**src/bce_pkg.sv**
```systemverilog
// Shared types, widths, constants and the discharge curve of the battery charge estimator.
// No dependencies; every other file of the block imports this package.
package bce_pkg;

  // Field widths
  localparam int RAW_W   = 16;
  localparam int CODE_W  = 15;
  localparam int PCT_W   = 7;
  localparam int LSB_W   = 14;
  localparam int ALPHA_W = 9;
  localparam int CUR_W   = 30;
  localparam int PWR_W   = 35;
  localparam int POWER_SHIFT = 5;   // power LSB is 32 current LSBs

  // Configuration port
  localparam int CFG_IDX_W  = 2;
  localparam int CFG_DATA_W = 14;
  localparam logic [CFG_IDX_W-1:0] REG_CURRENT_LSB = CFG_IDX_W'(0);
  localparam logic [CFG_IDX_W-1:0] REG_SMOOTH_ALPHA = CFG_IDX_W'(1);
  localparam logic [LSB_W-1:0]   LSB_RESET   = LSB_W'(1000);
  localparam logic [ALPHA_W-1:0] ALPHA_RESET = ALPHA_W'(26);
  localparam logic [ALPHA_W-1:0] ALPHA_MIN   = ALPHA_W'(1);
  localparam logic [ALPHA_W-1:0] ALPHA_ONE   = ALPHA_W'(256);
  localparam int ALPHA_FRAC = 8;     // alpha is Q1.8
  localparam int ROUND_HALF = 128;   // one half in alpha's fraction

  localparam int DEF_FRACTION_BITS = 8;
  localparam logic [PCT_W-1:0] PCT_MAX = PCT_W'(100);

  // Curve table
  localparam int CURVE_POINTS = 19;
  localparam int TABLE_SLOTS  = 32;
  localparam int IDX_W        = 5;
  localparam int N_PTS = (CURVE_POINTS > TABLE_SLOTS) ? TABLE_SLOTS :
                         ((CURVE_POINTS < 2) ? 2 : CURVE_POINTS);
  localparam logic [IDX_W-1:0] LAST_IDX = IDX_W'(N_PTS - 1);

  // Interpolation divider
  localparam int NUM_W     = CODE_W + PCT_W + 2;
  localparam int DEN_W     = CODE_W + 1;
  localparam int DIV_STEPS = PCT_W;
  localparam int CNT_W     = $clog2(DIV_STEPS);

  function automatic logic [CODE_W-1:0] curve_code(input logic [IDX_W-1:0] i);
    logic [CODE_W-1:0] c;
    case (i)
      5'd0:  c = 15'd10500;
      5'd1:  c = 15'd10375;
      5'd2:  c = 15'd10250;
      5'd3:  c = 15'd10125;
      5'd4:  c = 15'd10000;
      5'd5:  c = 15'd9875;
      5'd6:  c = 15'd9750;
      5'd7:  c = 15'd9625;
      5'd8:  c = 15'd9500;
      5'd9:  c = 15'd9375;
      5'd10: c = 15'd9250;
      5'd11: c = 15'd9125;
      5'd12: c = 15'd9000;
      5'd13: c = 15'd8875;
      5'd14: c = 15'd8750;
      5'd15: c = 15'd8625;
      5'd16: c = 15'd8500;
      5'd17: c = 15'd8250;
      5'd18: c = 15'd7500;
      default: c = '0;
    endcase
    return c;
  endfunction

  function automatic logic [PCT_W-1:0] curve_pct(input logic [IDX_W-1:0] i);
    logic [PCT_W-1:0] p;
    case (i)
      5'd0:  p = 7'd100;
      5'd1:  p = 7'd98;
      5'd2:  p = 7'd95;
      5'd3:  p = 7'd90;
      5'd4:  p = 7'd85;
      5'd5:  p = 7'd78;
      5'd6:  p = 7'd70;
      5'd7:  p = 7'd62;
      5'd8:  p = 7'd54;
      5'd9:  p = 7'd46;
      5'd10: p = 7'd38;
      5'd11: p = 7'd30;
      5'd12: p = 7'd22;
      5'd13: p = 7'd15;
      5'd14: p = 7'd10;
      5'd15: p = 7'd6;
      5'd16: p = 7'd3;
      5'd17: p = 7'd1;
      default: p = '0;
    endcase
    return p;
  endfunction

  // Controller to datapath commands
  typedef struct packed {
    logic load;
    logic seg_next;
    logic take_end;
    logic take_flat;
    logic mul_load;
    logic div_step;
    logic take_quot;
    logic filt_mul;
    logic filt_add;
    logic pct_update;
    logic out_load;
  } bce_cmd_t;

  // Datapath to controller status
  typedef struct packed {
    logic ok;
    logic end_hit;
    logic seg_hit;
    logic span_zero;
    logic primed;
    logic div_last;
    logic out_free;
  } bce_sts_t;

endpackage

```
**src/bce_if.sv**
```systemverilog
// Channel interfaces of the battery charge estimator: input items, result items, config writes.
// Depends on bce_pkg for field widths.
interface bce_in_if import bce_pkg::*; ();
  logic                    valid;
  logic                    ready;
  logic                    read_ok;
  logic [RAW_W-1:0]        raw_bus_voltage;
  logic signed [RAW_W-1:0] raw_current;
  logic [RAW_W-1:0]        raw_power;

  modport source (output valid, read_ok, raw_bus_voltage, raw_current, raw_power,
                  input ready);
  modport sink (input valid, read_ok, raw_bus_voltage, raw_current, raw_power,
                output ready);
endinterface

interface bce_out_if import bce_pkg::*; ();
  logic                    valid;
  logic                    ready;
  logic                    available;
  logic [CODE_W-1:0]       voltage_code;
  logic signed [CUR_W-1:0] current_microamps;
  logic [PWR_W-1:0]        power_microwatts;
  logic [PCT_W-1:0]        charge_percent;

  modport source (output valid, available, voltage_code, current_microamps,
                  power_microwatts, charge_percent, input ready);
  modport sink (input valid, available, voltage_code, current_microamps,
                power_microwatts, charge_percent, output ready);
endinterface

interface bce_cfg_if import bce_pkg::*; ();
  logic                  valid;
  logic                  ready;
  logic [CFG_IDX_W-1:0]  index;
  logic [CFG_DATA_W-1:0] data;

  modport source (output valid, index, data, input ready);
  modport sink (input valid, index, data, output ready);
endinterface

```
**src/bce_ctrl.sv**
```systemverilog
// Sequencer of the battery charge estimator: walks one item through search, divide and filter.
// Depends on bce_pkg for the command and status structs.
module bce_ctrl import bce_pkg::*; (
  input  logic     clk,
  input  logic     rst_n,
  input  logic     in_valid,
  output logic     in_ready,
  input  bce_sts_t sts,
  output bce_cmd_t cmd
);

  typedef enum logic [8:0] {
    ST_IDLE   = 9'b000000001,
    ST_SEARCH = 9'b000000010,
    ST_MUL    = 9'b000000100,
    ST_DIV    = 9'b000001000,
    ST_QUOT   = 9'b000010000,
    ST_FMUL   = 9'b000100000,
    ST_FADD   = 9'b001000000,
    ST_ROUND  = 9'b010000000,
    ST_OUT    = 9'b100000000
  } state_t;

  state_t state_r, state_nxt;
  logic   accept;

  assign in_ready = (state_r == ST_IDLE);
  assign accept   = in_valid && in_ready;

  always_comb begin
    state_nxt = state_r;
    cmd       = '0;
    case (state_r)
      ST_IDLE: begin
        if (in_valid) begin
          cmd.load  = 1'b1;
          state_nxt = ST_SEARCH;
        end
      end
      ST_SEARCH: begin
        if (!sts.ok) begin
          state_nxt = ST_OUT;
        end else if (sts.end_hit) begin
          cmd.take_end = 1'b1;
          state_nxt    = ST_FMUL;
        end else if (sts.seg_hit && sts.span_zero) begin
          cmd.take_flat = 1'b1;
          state_nxt     = ST_FMUL;
        end else if (sts.seg_hit) begin
          state_nxt = ST_MUL;
        end else begin
          cmd.seg_next = 1'b1;
        end
      end
      ST_MUL: begin
        cmd.mul_load = 1'b1;
        state_nxt    = ST_DIV;
      end
      ST_DIV: begin
        cmd.div_step = 1'b1;
        if (sts.div_last) begin
          state_nxt = ST_QUOT;
        end
      end
      ST_QUOT: begin
        cmd.take_quot = 1'b1;
        state_nxt     = ST_FMUL;
      end
      ST_FMUL: begin
        cmd.filt_mul = 1'b1;
        state_nxt    = sts.primed ? ST_FADD : ST_ROUND;
      end
      ST_FADD: begin
        cmd.filt_add = 1'b1;
        state_nxt    = ST_ROUND;
      end
      ST_ROUND: begin
        cmd.pct_update = 1'b1;
        state_nxt      = ST_OUT;
      end
      ST_OUT: begin
        if (sts.out_free) begin
          cmd.out_load = 1'b1;
          state_nxt    = ST_IDLE;
        end
      end
      default: begin
        state_nxt = ST_IDLE;
      end
    endcase
  end

  always_ff @(posedge clk) begin
    if (!rst_n) begin
      state_r <= ST_IDLE;
    end else begin
      state_r <= state_nxt;
    end
  end

  a_busy_after_accept: assert property (@(posedge clk) disable iff (!rst_n)
    accept |=> !in_ready)
    else $error("input taken while an item is in flight");

  a_load_into_free: assert property (@(posedge clk) disable iff (!rst_n)
    cmd.out_load |-> sts.out_free)
    else $error("result loaded over an untaken result");

  a_add_when_primed: assert property (@(posedge clk) disable iff (!rst_n)
    cmd.filt_add |-> sts.primed)
    else $error("filter update on an unprimed filter");

endmodule

```
**src/bce_dpath.sv**
```systemverilog
// Datapath of the battery charge estimator: config registers, curve lookup, divider, filter,
// held values and the result register. Depends on bce_pkg.
module bce_dpath import bce_pkg::*; #(
  parameter int FRACTION_BITS = DEF_FRACTION_BITS
) (
  input  logic                    clk,
  input  logic                    rst_n,
  input  bce_cmd_t                cmd,
  output bce_sts_t                sts,
  input  logic                    in_read_ok,
  input  logic [RAW_W-1:0]        in_raw_bus_voltage,
  input  logic signed [RAW_W-1:0] in_raw_current,
  input  logic [RAW_W-1:0]        in_raw_power,
  input  logic                    cfg_we,
  input  logic [CFG_IDX_W-1:0]    cfg_index,
  input  logic [CFG_DATA_W-1:0]   cfg_data,
  output logic                    out_valid,
  input  logic                    out_ready,
  output logic                    out_available,
  output logic [CODE_W-1:0]       out_voltage_code,
  output logic signed [CUR_W-1:0] out_current_microamps,
  output logic [PWR_W-1:0]        out_power_microwatts,
  output logic [PCT_W-1:0]        out_charge_percent
);

  localparam int LVL_W  = PCT_W + FRACTION_BITS;
  localparam int PROD_W = LVL_W + 1 + ALPHA_W + 1;
  localparam logic [LVL_W:0] LVL_HALF = (LVL_W+1)'(1) << (FRACTION_BITS - 1);
  localparam logic [LVL_W-1:0] LVL_MAX = LVL_W'(PCT_MAX) << FRACTION_BITS;

  // Configuration
  logic [LSB_W-1:0]   lsb_r;
  logic [ALPHA_W-1:0] alpha_r;

  // Item state
  logic                    ok_r;
  logic                    primed_r;
  logic [CODE_W-1:0]       held_voltage_r;
  logic signed [RAW_W-1:0] held_current_r;
  logic [RAW_W-1:0]        held_power_r;
  logic [PCT_W-1:0]        held_percent_r;
  logic [LVL_W-1:0]        level_r;
  logic [IDX_W-1:0]        idx_r;
  logic [NUM_W-1:0]        num_r;
  logic [DEN_W-1:0]        den_r;
  logic [PCT_W-1:0]        q_r;
  logic [CNT_W-1:0]        cnt_r;
  logic [PCT_W-1:0]        plo_r;
  logic [PCT_W-1:0]        inst_r;
  logic signed [PROD_W-1:0] fprod_r;

  // Result register
  logic                    out_valid_r;
  logic                    out_available_r;
  logic [CODE_W-1:0]       out_voltage_r;
  logic signed [CUR_W-1:0] out_current_r;
  logic [PWR_W-1:0]        out_power_r;
  logic [PCT_W-1:0]        out_percent_r;

  // Segment lookup
  logic [IDX_W-1:0]  idx_up;
  logic [CODE_W-1:0] seg_hi, seg_lo, span, diff;
  logic [PCT_W-1:0]  pct_hi, pct_lo, dpct;
  logic [CODE_W+PCT_W-1:0] mprod;
  logic [NUM_W-1:0]  num_nxt, trial;
  logic [PCT_W:0]    qsum;

  assign idx_up = idx_r + IDX_W'(1);
  assign seg_hi = curve_code(idx_r);
  assign seg_lo = curve_code(idx_up);
  assign pct_hi = curve_pct(idx_r);
  assign pct_lo = curve_pct(idx_up);
  assign span   = seg_hi - seg_lo;
  assign diff   = held_voltage_r - seg_lo;
  assign dpct   = pct_hi - pct_lo;
  assign mprod  = diff * dpct;
  assign num_nxt = {1'b0, mprod, 1'b0} + NUM_W'(span);
  assign trial  = NUM_W'(den_r) << cnt_r;
  assign qsum   = {1'b0, plo_r} + {1'b0, q_r};

  // Filter
  logic [ALPHA_W-1:0]       alpha_eff;
  logic signed [LVL_W:0]    delta;
  logic signed [PROD_W-1:0] fprod_nxt, fsum, fstep, lvl_sum;
  logic [LVL_W:0]           lvl_rnd;
  logic [PCT_W:0]           pct_raw;

  always_comb begin
    if (alpha_r == '0) begin
      alpha_eff = ALPHA_MIN;
    end else if (alpha_r > ALPHA_ONE) begin
      alpha_eff = ALPHA_ONE;
    end else begin
      alpha_eff = alpha_r;
    end
  end

  assign delta     = $signed({1'b0, inst_r, {FRACTION_BITS{1'b0}}})
                   - $signed({1'b0, level_r});
  assign fprod_nxt = delta * $signed({1'b0, alpha_eff});
  assign fsum      = fprod_r + $signed(PROD_W'(ROUND_HALF));
  assign fstep     = fsum >>> ALPHA_FRAC;
  assign lvl_sum   = $signed({{(PROD_W-LVL_W){1'b0}}, level_r}) + fstep;
  assign lvl_rnd   = {1'b0, level_r} + LVL_HALF;
  assign pct_raw   = lvl_rnd[LVL_W:FRACTION_BITS];

  // Scaling of held readings
  logic signed [RAW_W+LSB_W:0] cur_prod;
  logic [RAW_W+LSB_W-1:0]      pwr_prod;

  assign cur_prod = held_current_r * $signed({1'b0, lsb_r});
  assign pwr_prod = held_power_r * lsb_r;

  // Status
  assign sts.ok        = ok_r;
  assign sts.end_hit   = (held_voltage_r >= curve_code('0))
                      || (held_voltage_r <= curve_code(LAST_IDX));
  assign sts.seg_hit   = (held_voltage_r <= seg_hi) && (held_voltage_r >= seg_lo);
  assign sts.span_zero = (seg_hi == seg_lo);
  assign sts.primed    = primed_r;
  assign sts.div_last  = (cnt_r == '0);
  assign sts.out_free  = !out_valid_r || out_ready;

  always_ff @(posedge clk) begin
    if (!rst_n) begin
      lsb_r   <= LSB_RESET;
      alpha_r <= ALPHA_RESET;
    end else if (cfg_we) begin
      case (cfg_index)
        REG_CURRENT_LSB:  lsb_r   <= cfg_data[LSB_W-1:0];
        REG_SMOOTH_ALPHA: alpha_r <= cfg_data[ALPHA_W-1:0];
        default: ;
      endcase
    end
  end

  // Model state, cleared at reset
  always_ff @(posedge clk) begin
    if (!rst_n) begin
      ok_r           <= 1'b0;
      primed_r       <= 1'b0;
      held_voltage_r <= '0;
      held_current_r <= '0;
      held_power_r   <= '0;
      held_percent_r <= '0;
      level_r        <= '0;
    end else begin
      if (cmd.load) begin
        ok_r <= in_read_ok;
        if (in_read_ok) begin
          held_voltage_r <= in_raw_bus_voltage[CODE_W-1:0];
          held_current_r <= in_raw_current;
          held_power_r   <= in_raw_power;
        end else begin
          primed_r <= 1'b0;
        end
      end
      if (cmd.filt_mul && !primed_r) begin
        level_r  <= {inst_r, {FRACTION_BITS{1'b0}}};
        primed_r <= 1'b1;
      end
      if (cmd.filt_add) begin
        level_r <= lvl_sum[LVL_W-1:0];
      end
      if (cmd.pct_update) begin
        held_percent_r <= (pct_raw > {1'b0, PCT_MAX}) ? PCT_MAX : pct_raw[PCT_W-1:0];
      end
    end
  end

  // Working registers
  always_ff @(posedge clk) begin
    if (cmd.load) begin
      idx_r <= '0;
    end else if (cmd.seg_next) begin
      idx_r <= idx_up;
    end
    if (cmd.take_end) begin
      inst_r <= (held_voltage_r >= curve_code('0)) ? PCT_MAX : '0;
    end
    if (cmd.take_flat) begin
      inst_r <= (pct_hi > PCT_MAX) ? PCT_MAX : pct_hi;
    end
    if (cmd.mul_load) begin
      num_r <= num_nxt;
      den_r <= {span, 1'b0};
      plo_r <= pct_lo;
      q_r   <= '0;
      cnt_r <= CNT_W'(DIV_STEPS - 1);
    end
    if (cmd.div_step) begin
      if (num_r >= trial) begin
        num_r     <= num_r - trial;
        q_r[cnt_r] <= 1'b1;
      end
      cnt_r <= cnt_r - CNT_W'(1);
    end
    if (cmd.take_quot) begin
      inst_r <= (qsum > {1'b0, PCT_MAX}) ? PCT_MAX : qsum[PCT_W-1:0];
    end
    if (cmd.filt_mul) begin
      fprod_r <= fprod_nxt;
    end
  end

  // Result register
  always_ff @(posedge clk) begin
    if (!rst_n) begin
      out_valid_r <= 1'b0;
    end else if (cmd.out_load) begin
      out_valid_r <= 1'b1;
    end else if (out_ready) begin
      out_valid_r <= 1'b0;
    end
  end

  always_ff @(posedge clk) begin
    if (cmd.out_load) begin
      out_available_r <= ok_r;
      out_voltage_r   <= held_voltage_r;
      out_current_r   <= cur_prod[CUR_W-1:0];
      out_power_r     <= {pwr_prod, {POWER_SHIFT{1'b0}}};
      out_percent_r   <= held_percent_r;
    end
  end

  assign out_valid             = out_valid_r;
  assign out_available         = out_available_r;
  assign out_voltage_code      = out_voltage_r;
  assign out_current_microamps = out_current_r;
  assign out_power_microwatts  = out_power_r;
  assign out_charge_percent    = out_percent_r;

  a_percent_range: assert property (@(posedge clk) disable iff (!rst_n)
    held_percent_r <= PCT_MAX)
    else $error("held percent above full scale");

  a_level_range: assert property (@(posedge clk) disable iff (!rst_n)
    level_r <= LVL_MAX)
    else $error("filter level above full scale");

  a_load_shows: assert property (@(posedge clk) disable iff (!rst_n)
    cmd.out_load |=> out_valid_r)
    else $error("loaded result not presented");

endmodule

```
**src/battery_charge_estimator_unit.sv**
```systemverilog
// Top level of the battery charge estimator: channel interfaces, controller and datapath.
// Depends on bce_pkg, bce_if, bce_ctrl and bce_dpath.
//
// Each input item is one set of power-monitor readings and yields exactly one result item.
// A good read (read_ok high) maps the 15-bit voltage code onto a 4S charge curve: a
// sequencer walks the curve one segment per cycle, a small multiply builds the
// interpolation numerator and a restoring divider produces the percent one quotient bit a
// cycle. The percent then passes an exponential filter (a multiply step, an add step and
// a rounding step); the first good read after reset or after a failed read seeds the
// filter directly and skips the add step. A failed read skips all of this, reports
// available low and repeats the last good values. Current and power are scaled by
// current_lsb_microamps as the result is loaded. How long one item occupies the block
// depends on its path: a failed read goes straight to the output, a code at or beyond a
// curve end skips the segment walk and the divider, and otherwise the segment search and
// the divider set it, less the add step when the read seeds the filter. The block also
// waits while the output register still holds an untaken result. The next item is taken as
// soon as the result sits in the output register, even if it has not been taken yet.
// Configuration writes are always accepted; write them only while idle.
module battery_charge_estimator_unit import bce_pkg::*; #(
  parameter int FRACTION_BITS = DEF_FRACTION_BITS
) (
  input logic         clk,
  input logic         rst_n,
  bce_in_if.sink      in_ch,
  bce_out_if.source   out_ch,
  bce_cfg_if.sink     cfg_ch
);

  bce_cmd_t cmd;
  bce_sts_t sts;
  logic     cfg_we;

  // Config writes never stall
  assign cfg_ch.ready = 1'b1;
  assign cfg_we       = cfg_ch.valid && cfg_ch.ready;

  bce_ctrl u_ctrl (
    .clk      (clk),
    .rst_n    (rst_n),
    .in_valid (in_ch.valid),
    .in_ready (in_ch.ready),
    .sts      (sts),
    .cmd      (cmd)
  );

  bce_dpath #(
    .FRACTION_BITS (FRACTION_BITS)
  ) u_dpath (
    .clk                   (clk),
    .rst_n                 (rst_n),
    .cmd                   (cmd),
    .sts                   (sts),
    .in_read_ok            (in_ch.read_ok),
    .in_raw_bus_voltage    (in_ch.raw_bus_voltage),
    .in_raw_current        (in_ch.raw_current),
    .in_raw_power          (in_ch.raw_power),
    .cfg_we                (cfg_we),
    .cfg_index             (cfg_ch.index),
    .cfg_data              (cfg_ch.data),
    .out_valid             (out_ch.valid),
    .out_ready             (out_ch.ready),
    .out_available         (out_ch.available),
    .out_voltage_code      (out_ch.voltage_code),
    .out_current_microamps (out_ch.current_microamps),
    .out_power_microwatts  (out_ch.power_microwatts),
    .out_charge_percent    (out_ch.charge_percent)
  );

endmodule

```
**src/flat_wrapper.sv**
```systemverilog
// flat-port wrapper written by rule: the top's interface ports become plain ports
module battery_charge_estimator_unit_flat import bce_pkg::*;
#(
  parameter int FRACTION_BITS = DEF_FRACTION_BITS
)
  (clk, rst_n, in_ch_valid, in_ch_read_ok, in_ch_raw_bus_voltage, in_ch_raw_current, in_ch_raw_power, in_ch_ready, out_ch_valid, out_ch_available, out_ch_voltage_code, out_ch_current_microamps, out_ch_power_microwatts, out_ch_charge_percent, out_ch_ready, cfg_ch_valid, cfg_ch_index, cfg_ch_data, cfg_ch_ready);
  bce_in_if in_ch_i ();
  bce_out_if out_ch_i ();
  bce_cfg_if cfg_ch_i ();
  input logic clk;
  input logic rst_n;
  input wire logic [$bits(in_ch_i.valid)-1:0] in_ch_valid;
  input wire logic [$bits(in_ch_i.read_ok)-1:0] in_ch_read_ok;
  input wire logic [$bits(in_ch_i.raw_bus_voltage)-1:0] in_ch_raw_bus_voltage;
  input wire logic [$bits(in_ch_i.raw_current)-1:0] in_ch_raw_current;
  input wire logic [$bits(in_ch_i.raw_power)-1:0] in_ch_raw_power;
  output wire logic [$bits(in_ch_i.ready)-1:0] in_ch_ready;
  output wire logic [$bits(out_ch_i.valid)-1:0] out_ch_valid;
  output wire logic [$bits(out_ch_i.available)-1:0] out_ch_available;
  output wire logic [$bits(out_ch_i.voltage_code)-1:0] out_ch_voltage_code;
  output wire logic [$bits(out_ch_i.current_microamps)-1:0] out_ch_current_microamps;
  output wire logic [$bits(out_ch_i.power_microwatts)-1:0] out_ch_power_microwatts;
  output wire logic [$bits(out_ch_i.charge_percent)-1:0] out_ch_charge_percent;
  input wire logic [$bits(out_ch_i.ready)-1:0] out_ch_ready;
  input wire logic [$bits(cfg_ch_i.valid)-1:0] cfg_ch_valid;
  input wire logic [$bits(cfg_ch_i.index)-1:0] cfg_ch_index;
  input wire logic [$bits(cfg_ch_i.data)-1:0] cfg_ch_data;
  output wire logic [$bits(cfg_ch_i.ready)-1:0] cfg_ch_ready;
  assign in_ch_i.valid = in_ch_valid;
  assign in_ch_i.read_ok = in_ch_read_ok;
  assign in_ch_i.raw_bus_voltage = in_ch_raw_bus_voltage;
  assign in_ch_i.raw_current = in_ch_raw_current;
  assign in_ch_i.raw_power = in_ch_raw_power;
  assign in_ch_ready = in_ch_i.ready;
  assign out_ch_valid = out_ch_i.valid;
  assign out_ch_available = out_ch_i.available;
  assign out_ch_voltage_code = out_ch_i.voltage_code;
  assign out_ch_current_microamps = out_ch_i.current_microamps;
  assign out_ch_power_microwatts = out_ch_i.power_microwatts;
  assign out_ch_charge_percent = out_ch_i.charge_percent;
  assign out_ch_i.ready = out_ch_ready;
  assign cfg_ch_i.valid = cfg_ch_valid;
  assign cfg_ch_i.index = cfg_ch_index;
  assign cfg_ch_i.data = cfg_ch_data;
  assign cfg_ch_ready = cfg_ch_i.ready;
  battery_charge_estimator_unit #(.FRACTION_BITS(FRACTION_BITS)) u_core (.clk(clk), .rst_n(rst_n), .in_ch(in_ch_i), .out_ch(out_ch_i), .cfg_ch(cfg_ch_i));
endmodule
```
**config.mk**
```make
export PLATFORM = sky130hd
export DESIGN_NAME = battery_charge_estimator_unit_flat
export DESIGN_NICKNAME = d
export VERILOG_FILES = /design/src/bce_pkg.sv /design/src/bce_if.sv /design/src/bce_ctrl.sv /design/src/bce_dpath.sv /design/src/battery_charge_estimator_unit.sv /design/src/flat_wrapper.sv
export SDC_FILE = /design/constraint.sdc
export NUM_CORES = 2
export LEC_CHECK = 0
export ABC_CLOCK_PERIOD_IN_PS = 12600
export BUFFER_PORTS_ARGS = -buffer_cell sky130_fd_sc_hd__buf_4
export CAP_MARGIN = 20
export CORE_MARGIN = 5
export CORE_UTILIZATION = 45
export CTS_CLUSTER_SIZE = 20
export DETAILED_ROUTE_END_ITERATION = 8
export GPL_TIMING_DRIVEN = 0
export SLEW_MARGIN = 0
export SYNTH_ARGS = -nofsm -noshare
export SYNTH_HDL_FRONTEND = slang
export SYNTH_SLANG_ARGS = --single-unit
```
**constraint.sdc**
```tcl
create_clock -name clk -period 12.6 [get_ports clk]
set_input_delay 1.89 -clock clk [delete_from_list [all_inputs] [get_ports clk]]
set_output_delay 1.89 -clock clk [all_outputs]
set_load 0.02 [all_outputs]
```
==> impl_results.md <==
- Areal power density over the cells: 73.4 nW/um2
- Multi-input gate area in the final layout: 29900 um2
- Number of synthesized flops with an enable pin: ~130
- Fill cell instance count of the final layout: about 8500
- Num rows: 109
- Sequential share of the synthesized area: between 15 and 20%
- Capturing point of the worst reg2reg path: u_core.u_dpath.num_r[22]$_DFF_P_
- Worst r2r path cells: 37
- Core box area: 88500 um2
- Count of cell types in the netlist: approximately 110
- R2r setup slk: 1.19 ns
- Remaining Overflow, GRT: 0
- Routed wire length per instance: approximately 19 um
- Proportion of netlist area held by the largest area contributor: between 20% and 30%
- Clock-pin slew on the worst setup and hold paths: approximately 0.060 ns
- Routed WL: about 110 mm
- RePlAce Congestion: around 0.94
- Largest cells by area after synthesis: sky130_fd_sc_hd__fa_1, sky130_fd_sc_hd__ha_1, sky130_fd_sc_hd__edfxtp_1, sky130_fd_sc_hd__dfxtp_1, sky130_fd_sc_hd__inv_1
- Mapped Avg Cell Area: 8.92 um2
- Mean number of vias per cell: 5.34
- Synth Instances: 4502
- CP Data Required Time: 13.14 ns
- Initial antenna violation count: 6
- Gates resized, CTS repair: 0
- Pin count of the biggest net entering global routing: 34
- Detailed router's first-iteration violation count: ~2000
- Syn. warnings: 0
- Remaining design rule violation count: 0
- HP Class: reg2reg
- Final min period: 11.41 ns
- Global-route wire length before repair: 181 mm
- Starting utilization of the core area: 45.4%
- Final ANT Viol Nets: 0
- Proportion of synthesized flip-flops having asynchronous set or reset: 0%
- Destination of the worst hold path: u_core.u_dpath.out_charge_percent[2]$_DFFE_PP_
- Number of clock sinks seen by CTS: 290
- Port buffer count: 153
- Via count of the first global-routing pass: 32097
- Cell depth of the worst min-delay path: 0
- Startpoint of the most critical hold path: u_core.u_dpath.held_percent_r[2]$_SDFFE_PN0N_
- Reg-to-Reg Start: u_core.u_dpath.idx_r[0]$_SDFFE_PP0P_
- Maximum root-to-sink buffer count: 3
- Final worst clock skew: 0.0162 ns
- Register cell area after layout: 7130 um2
- Boundary Pins: 161
- Worst slack on hold paths: about 0.44 ns
- Clock root cell: sky130_fd_sc_hd__clkbuf_16
- Data arrival, critical path: 11.95 ns
- Number of failing hold endpoints at the final stage: 0
- Peak VDD IR: 0.0000927 V
- Die outline width: 309 um
- Largest stage delay on the critical path: between 0.8 and 0.9 ns
- Total Neg Setup Slack: 0 ns
- Worst Setup End Kind: register
- Max-Cap Viols: 0
- Setup bufs post-CTS: 0
- Die footprint: 95400 um2
- Max-slew violation count: 0
- Layout cells sized above 1: 6.84%
- DRT Pass-1 Iters: 6
- Run status: complete, no violations
- Clock Latency Late Sink: 0.60 ns
- Number of nets in the layout: approximately 5700
- Post-synth top area cell: sky130_fd_sc_hd__fa_1
- Clock tree from TritonCTS: yes
- Setup repair after global routing missed its margin: no
- Top-count cell post-synth: sky130_fd_sc_hd__inv_1
- Placed wire-length estimate after detailed placement: about 94 mm
- Syn-to-layout area delta: 10.1%
- Most frequent cells after synthesis: sky130_fd_sc_hd__inv_1, sky130_fd_sc_hd__nand2_1, sky130_fd_sc_hd__fa_1, sky130_fd_sc_hd__ha_1, sky130_fd_sc_hd__nor2_1
- Critical setup path kind: reg2reg
- Dpl ws: around 1.3 ns
- Crit path max-delay cell type: sky130_fd_sc_hd__xor2_1
- Ys flop type: sky130_fd_sc_hd__dfxtp_1
- Hold buffers post-CTS: 0
- Seq cells post-synth: 290
- Min setup slack post-route: 1.19 ns
- Number of setup violations in the final report: 0
- Via count: 31543
- Level count of the clock H-tree: 2
- Slew HR: 28.9%
- GRT Resource Usage Total: about a quarter
- Clock buffers created by TritonCTS: 40
- Slew at the pin closest to its max-slew limit: 1.07 ns
- Die Height: 309 um
- Leakage power: 21.0 nW
- Netlist area before placement: approximately 40000 um2
- Largest fanout on the critical path: 10
- Final period util: 90.5%
- Type of element launching the critical path: register
- Achievable frequency: 87.7 MHz
[routing by layer]
layer,part of all wire (%),wire length [um],track usage (%)
met1,43,49000,31.8
met3,5.2,5990,3.29
met5,0.050,57,0
met4,4.0,4600,8.68
met2,48,54500,40.9
[metrics by stage]
stage               cell area [um2]  std cells  power (mW)  util [%]
global route                  44200       5903        3.46      50.0
floorplan                     40200       4506        1.82         -
global placement              42800       5824        2.10      48.4
finish                        44200       5904        3.25      50.0
CTS                           44200       5903        3.29      50.0
detailed placement            42900       5829        2.11      48.5
[registers in the layout, indices dropped and copies added (netlist names), 9 cells and up]
| signal | cells |
|---|---|
| u_core.u_dpath.seg_hi | 12 |
| u_core.u_dpath.level_r | 15 |
| u_core.u_dpath.out_power_microwatts | 30 |
| u_core.u_dpath.out_voltage_code | 15 |
| u_core.u_dpath.alpha_r | 9 |
| u_core.u_dpath.fprod_r | 16 |
| u_core.u_dpath.den_r | 15 |
| u_core.u_dpath.held_voltage_r | 15 |
| u_core.u_dpath.held_power_r | 16 |
| u_core.u_dpath.held_current_r | 16 |
| u_core.u_dpath.lsb_r | 14 |
| u_core.u_ctrl.state_r | 9 |
| u_core.u_dpath.out_current_microamps | 30 |
| u_core.u_dpath.num_r | 24 |
[cells in the final DEF, fill, tap and decap left out, drive strengths merged, types with 41 or more instances in the layout]
cell,instances
a21boi,62
a21o,59
a21oi,187
and2,232
buf,176
clkbuf,201
dfxtp,158
edfxtp,132
fa,557
ha,386
inv,677
mux2i,41
nand2,584
nand3,74
nor2,316
nor2b,49
nor3,66
o21ai,129
or2,43
xnor2,149
xor2,62
[cells by family (layout without fill, tap and decap cells)]
logic type / Yosys count / in the layout / share of synthesized area [%]
simple gates: 1502 / 1502 / 17.7
fa+ha+maj: 943 / 943 / 39.8
buf+inv: 841 / 1073 / 7.96
compound gates: 665 / 665 / 11.0
flops: 290 / 290 / 17.7
xor+xnor: 211 / 211 / 4.60
mux: 48 / 48 / 1.28
other cells: 2 / 7 / 0.0187
[area by class of cell]
cell class,instances,area share (%)
sequential,290,16.1
tap,1165,3.30
multi-input combinational,3375,67.6
buffer,167,1.51
clock inverter,22,0.580
clock buffer,52,2.43
antenna,1,0.00566
inverter,674,5.72
timing repair buffer,158,2.77
[worst max-delay path by stage]
stage | from | to | slack [ns]
after floorplan | u_core.u_dpath.idx_r[0]$_SDFFE_PP0P_ | u_core.u_dpath.num_r[19]$_DFF_P_ | 3.61
after global placement | u_core.u_dpath.idx_r[0]$_SDFFE_PP0P_ | u_core.u_dpath.num_r[22]$_DFF_P_ | 1.33
after detailed placement | u_core.u_dpath.idx_r[0]$_SDFFE_PP0P_ | u_core.u_dpath.num_r[22]$_DFF_P_ | 1.30
after CTS | u_core.u_dpath.idx_r[0]$_SDFFE_PP0P_ | u_core.u_dpath.num_r[22]$_DFF_P_ | 1.26
after global routing | u_core.u_dpath.idx_r[0]$_SDFFE_PP0P_ | u_core.u_dpath.num_r[19]$_DFF_P_ | 0.70
final | u_core.u_dpath.idx_r[0]$_SDFFE_PP0P_ | u_core.u_dpath.num_r[22]$_DFF_P_ | 1.19
[power breakdown]
group / internal, mW / switching [mW] / total, mW
combinational: 0.424 / 0.623 / 1.05
clock: 0.659 / 0.491 / 1.15
sequential: 1.02 / 0.0294 / 1.05
[worst max-delay path: cells and delay by family (launching register included)]
kind                     cells  cell delay (ns)
adder cells (fa/ha/maj)      7             2.94
flip-flops                   1             0.43
AND/OR/NAND/NOR              8             1.75
AO/OA/AOI/OAI               13             2.99
XOR/XNOR                     3             1.60
buffers and inverters        6             1.61
No activity file was read; power rests on OpenSTA's default activity.
